## src/rtl/hash_table_quadratic_probe_replace_top_defines.svh

```systemverilog
// Assertion macros shared by the hash table RTL.
// Assumes clk_i and rst_ni in the scope of every use.
`ifndef HASH_TABLE_QUADRATIC_PROBE_REPLACE_TOP_DEFINES_SVH
`define HASH_TABLE_QUADRATIC_PROBE_REPLACE_TOP_DEFINES_SVH

// Check a property on every clock edge outside reset.
`define HQPR_ASSERT(name, prop, msg) \
  name: assert property (@(posedge clk_i) disable iff (!rst_ni) (prop)) else $error(msg);

// Check that a condition leads to a consequence in the next cycle.
`define HQPR_ASSERT_NEXT(name, pre, post, msg) \
  name: assert property (@(posedge clk_i) disable iff (!rst_ni) (pre) |=> (post)) \
    else $error(msg);

`endif

```

## src/rtl/hqpr_mod.sv

```systemverilog
// Home slot of a key: its low bits, registered, for a power-of-two table size.
// No dependencies.
`default_nettype none

module hqpr_mod #(
  parameter int unsigned TABLE_ENTRIES = 4096
) (
  input  wire logic                             clk_i,
  input  wire logic                             rst_ni,
  input  wire logic                             start_i,
  input  wire logic [$clog2(TABLE_ENTRIES)-1:0] key_i,
  output logic                                  done_o,
  output logic [$clog2(TABLE_ENTRIES)-1:0]      slot_o
);

  localparam int unsigned IW = $clog2(TABLE_ENTRIES);

  logic [IW-1:0] slot_q, slot_d;
  logic          done_q, done_d;

  always_comb begin
    slot_d = slot_q;
    done_d = start_i;
    if (start_i) begin
      slot_d = key_i;
    end
  end

  always_ff @(posedge clk_i or negedge rst_ni) begin
    if (!rst_ni) begin
      done_q <= 1'b0;
    end else begin
      done_q <= done_d;
    end
  end

  always_ff @(posedge clk_i) begin
    slot_q <= slot_d;
  end

  assign done_o = done_q;
  assign slot_o = slot_q;

endmodule

`default_nettype wire

```

## config.mk

```make
export PLATFORM = sky130hd
export DESIGN_NAME = hqpr_mod
export DESIGN_NICKNAME = d
export VERILOG_FILES = /design/src/rtl/hash_table_quadratic_probe_replace_top_defines.svh /design/src/rtl/hqpr_mod.sv
export SDC_FILE = /design/constraint.sdc
export NUM_CORES = 1
export LEC_CHECK = 0
export ABC_AREA = 1
export BUFFER_PORTS_ARGS = -buffer_cell sky130_fd_sc_hd__clkbuf_2
export CORE_AREA = 8 8 45 47
export CTS_CLUSTER_SIZE = 8
export DETAILED_ROUTE_END_ITERATION = 10
export DIE_AREA = 0 0 53 55
export HOLD_SLACK_MARGIN = 0.08
export SYNTH_ARGS = -nofsm -noshare
export SYNTH_HDL_FRONTEND = slang
export SYNTH_SLANG_ARGS = --single-unit
```

## constraint.sdc

```tcl
create_clock -name clk_i -period 0.89 [get_ports clk_i]
set_input_delay 0.178 -clock clk_i [delete_from_list [all_inputs] [get_ports clk_i]]
set_output_delay 0.178 -clock clk_i [all_outputs]
set_load 0.01 [all_outputs]
```

# After elaboration in Yosys (flattened, before gate mapping)
# Cells that the tools add are included.
[word_totals]
in_bits = 15
register_bits = 13
elab_cells = 2

# Longest topological paths before layout
[depth]
depth_word = 0
mapped_depth = 0

# Worst setup path before layout
# Ideal clock, no wire load.
[synth_timing]
path_kind = "reg-to-output"
from = "register slot_q[0], in the netlist slot_o[0]"
to = "output port slot_o[0]"
t_arrival_ns = 0.394
path_buffers = 0
slack_ns = 0.318
t_required_ns = 0.712
stages_incl_launch_ff = 1
path_cell_list = "edfxtp_1"
[synth_rtl]
columns = ["item", "line_no", "rtl"]
rows = [
  ["start: declaration", "hqpr_mod.sv:18", "logic [IW-1:0] slot_q, slot_d;"],
  ["start signal: assignment", "hqpr_mod.sv:38", "slot_q <= slot_d;"],
  ["end: declaration", "hqpr_mod.sv:13", "output logic [$clog2(TABLE_ENTRIES)-1:0] slot_o"],
]
# No word-level cell between the ends.

# Final worst setup path
[layout_timing]
from = "register slot_q[4], in the netlist slot_o[4]"
to = "output port slot_o[4]"
# No word-level cell between the ends.

==> metrics <==
Yosys warning count=0; DR vias/cell=3.779; Hold Path Cell Cnt=1; DIE AREA=0.002915 sq mm; Post-DP HPWL=655.5 um; mean area per synthesized cell=29.64 sq um; Nets=68; worst min-delay path class=input pin to register; Synth Flop Type=edfxtp_1; crit path max-delay cell type=edfxtp_1; number of synthesized register bits=13; failing checks=negative setup slack; H-Tree Depth=1; crit-path cells=clkbuf_2; CTS tree=built; sequential area share after synthesis=1.000; Setup Viol. Count Final=13; Final Routed Wirelength=852 um; CP delay by family, top=flip-flops; DRC=0; synth unique cells=2; maximum net fanout on the critical path=1; VDD IR max=928.9 uV; M1 GR Usage=0.06022; ys async rst share=0.07692; Root Driver=clkbuf_4; grt ovf=0; RSZ-0062 raised after global routing=yes; Finished Layout Cells=68; met2 usage=0.08594; Num CTS Buffers=3; share of cells above drive strength 1=0.5769; hold_ws=0.09076 ns; top cell types by occurrence after synthesis=edfxtp_1, dfrtp_1; setup TNS=-0.6736 ns; gr busiest metal=met2; largest net degree at the start of global routing=14; Synth area leaders=edfxtp_1, dfrtp_1; Worst-path clk slew=0.07 ns; Final min period=0.9568 ns; Worst Max-Slew Pin Slew=0.2907 ns; final slew viol count=0; footprint of the multi-input gates=0 sq um; Total GRT Usage=0.06267; count of final hold-check violations=0; Slew Limit Headroom=0.8062; Critical Path RT=0.71 ns; clock net sink count=13; Hold Path End=slot_o[2]$_DFFE_PP_; number of global-route vias before repair=303; pwr/cell area=1872 mW/mm^2; multi-input logic cell count=0; final core utilization=0.4675; core box area=0.001384 sq mm; max incr delay on CP=0.37 ns; Power, Total=1.211 mW; Cell Area, Synth=385.4 sq um; via count=257; worst setup path category=register to output port; Ant. Diodes=0; status=complete, but fails checks; Row Count=14; Die Wd=53 um; Max-Cap Viols=0; Mapped Cells=13; Post-synth EDFFs=12; met3 usage=0.05080; top-count cell post-synth=edfxtp_1; placed cells=56; Tcrit/Tclk final=1.075; Die H=55 um; first-pass GRT wire length=1.255 mm; area delta synth->final=67.86%; pre-CTS WS=0.1011 ns; HP Start=key_i[2]; Synthesized Nets=28; cell accounting for the most synthesized area=edfxtp_1; IO buf count=27; worst setup margin=-0.06682 ns; Max Clock Freq=1.045 GHz; placed cell area=540.5 sq um; antenna-violating nets left=0; Starting DRT DRC Count=1; drt wl/cell=12.53 um; GP Congestion=0.6238; final instance area=646.9 sq um; I/O pins=28; WP buf/inv=1; CP Data Arrival Time=0.78 ns; leakage power=0.2896 nW; crit path launch type=register; top cell type's share of synthesized area=0.9351; antenna violations before repair=0; initial core utilization=0.2785; DR pass1 iterations=2; crit end category=output port; Bufs on Longest Clock Path=2
==> kinds of logic after synthesis <==
logic type / share of synthesized area
flip-flops: 1.000
==> worst max-delay path by stage <==
stage	startpoint	end	cells past startpoint
2_1_floorplan	slot_o[0]$_DFFE_PP_	slot_o[0]	0
3_3_place_gp	start_i	slot_o[8]$_DFFE_PP_	1
3_5_place_dp	start_i	slot_o[8]$_DFFE_PP_	1
4_1_cts	slot_o[1]$_DFFE_PP_	slot_o[1]	1
5_1_grt	slot_o[3]$_DFFE_PP_	slot_o[3]	1
6_report	slot_o[4]$_DFFE_PP_	slot_o[4]	1
==> power breakdown <==
part | internal [mW] | switching [mW]
clock network | 0.173 | 0.172
registers | 0.718 | 0.0114
logic | 0.0726 | 0.0626
==> area by class of cell <==
class | count | area (sq um)
Sequential cell | 13 | 385.4
Clock buffer | 4 | 26.28
Tap cell | 16 | 20.02
Timing Repair Buffer | 35 | 215.2
Fill cell | 127 | 737.0
==> registers in the layout, indices dropped and copies added, names as in the netlist <==
signal	flops
done_o	1
slot_o	12
==> placed cells by master (no fill, tap or decap) <==
cell	count
clkbuf_2	27
edfxtp_1	12
dlygate4sd3_1	8
clkbuf_4	3
clkbuf_1	1
dfrtp_1	1
==> per-layer routing <==
metal	up-vias	wire length (um)
met2	23	321
met3	2	191
met1	104	332
li1	128	-
met5	-	0
met4	0	6
==> repair_timing <==
action                     in CTS  in global routing
hold endpoints to repair        8                  0
buffers inserted                0                  0
resized for setup               0                  0
setup endpoints to repair      13                 13
hold buffers                    8                  0
Power figures use the tool's default switching activity.
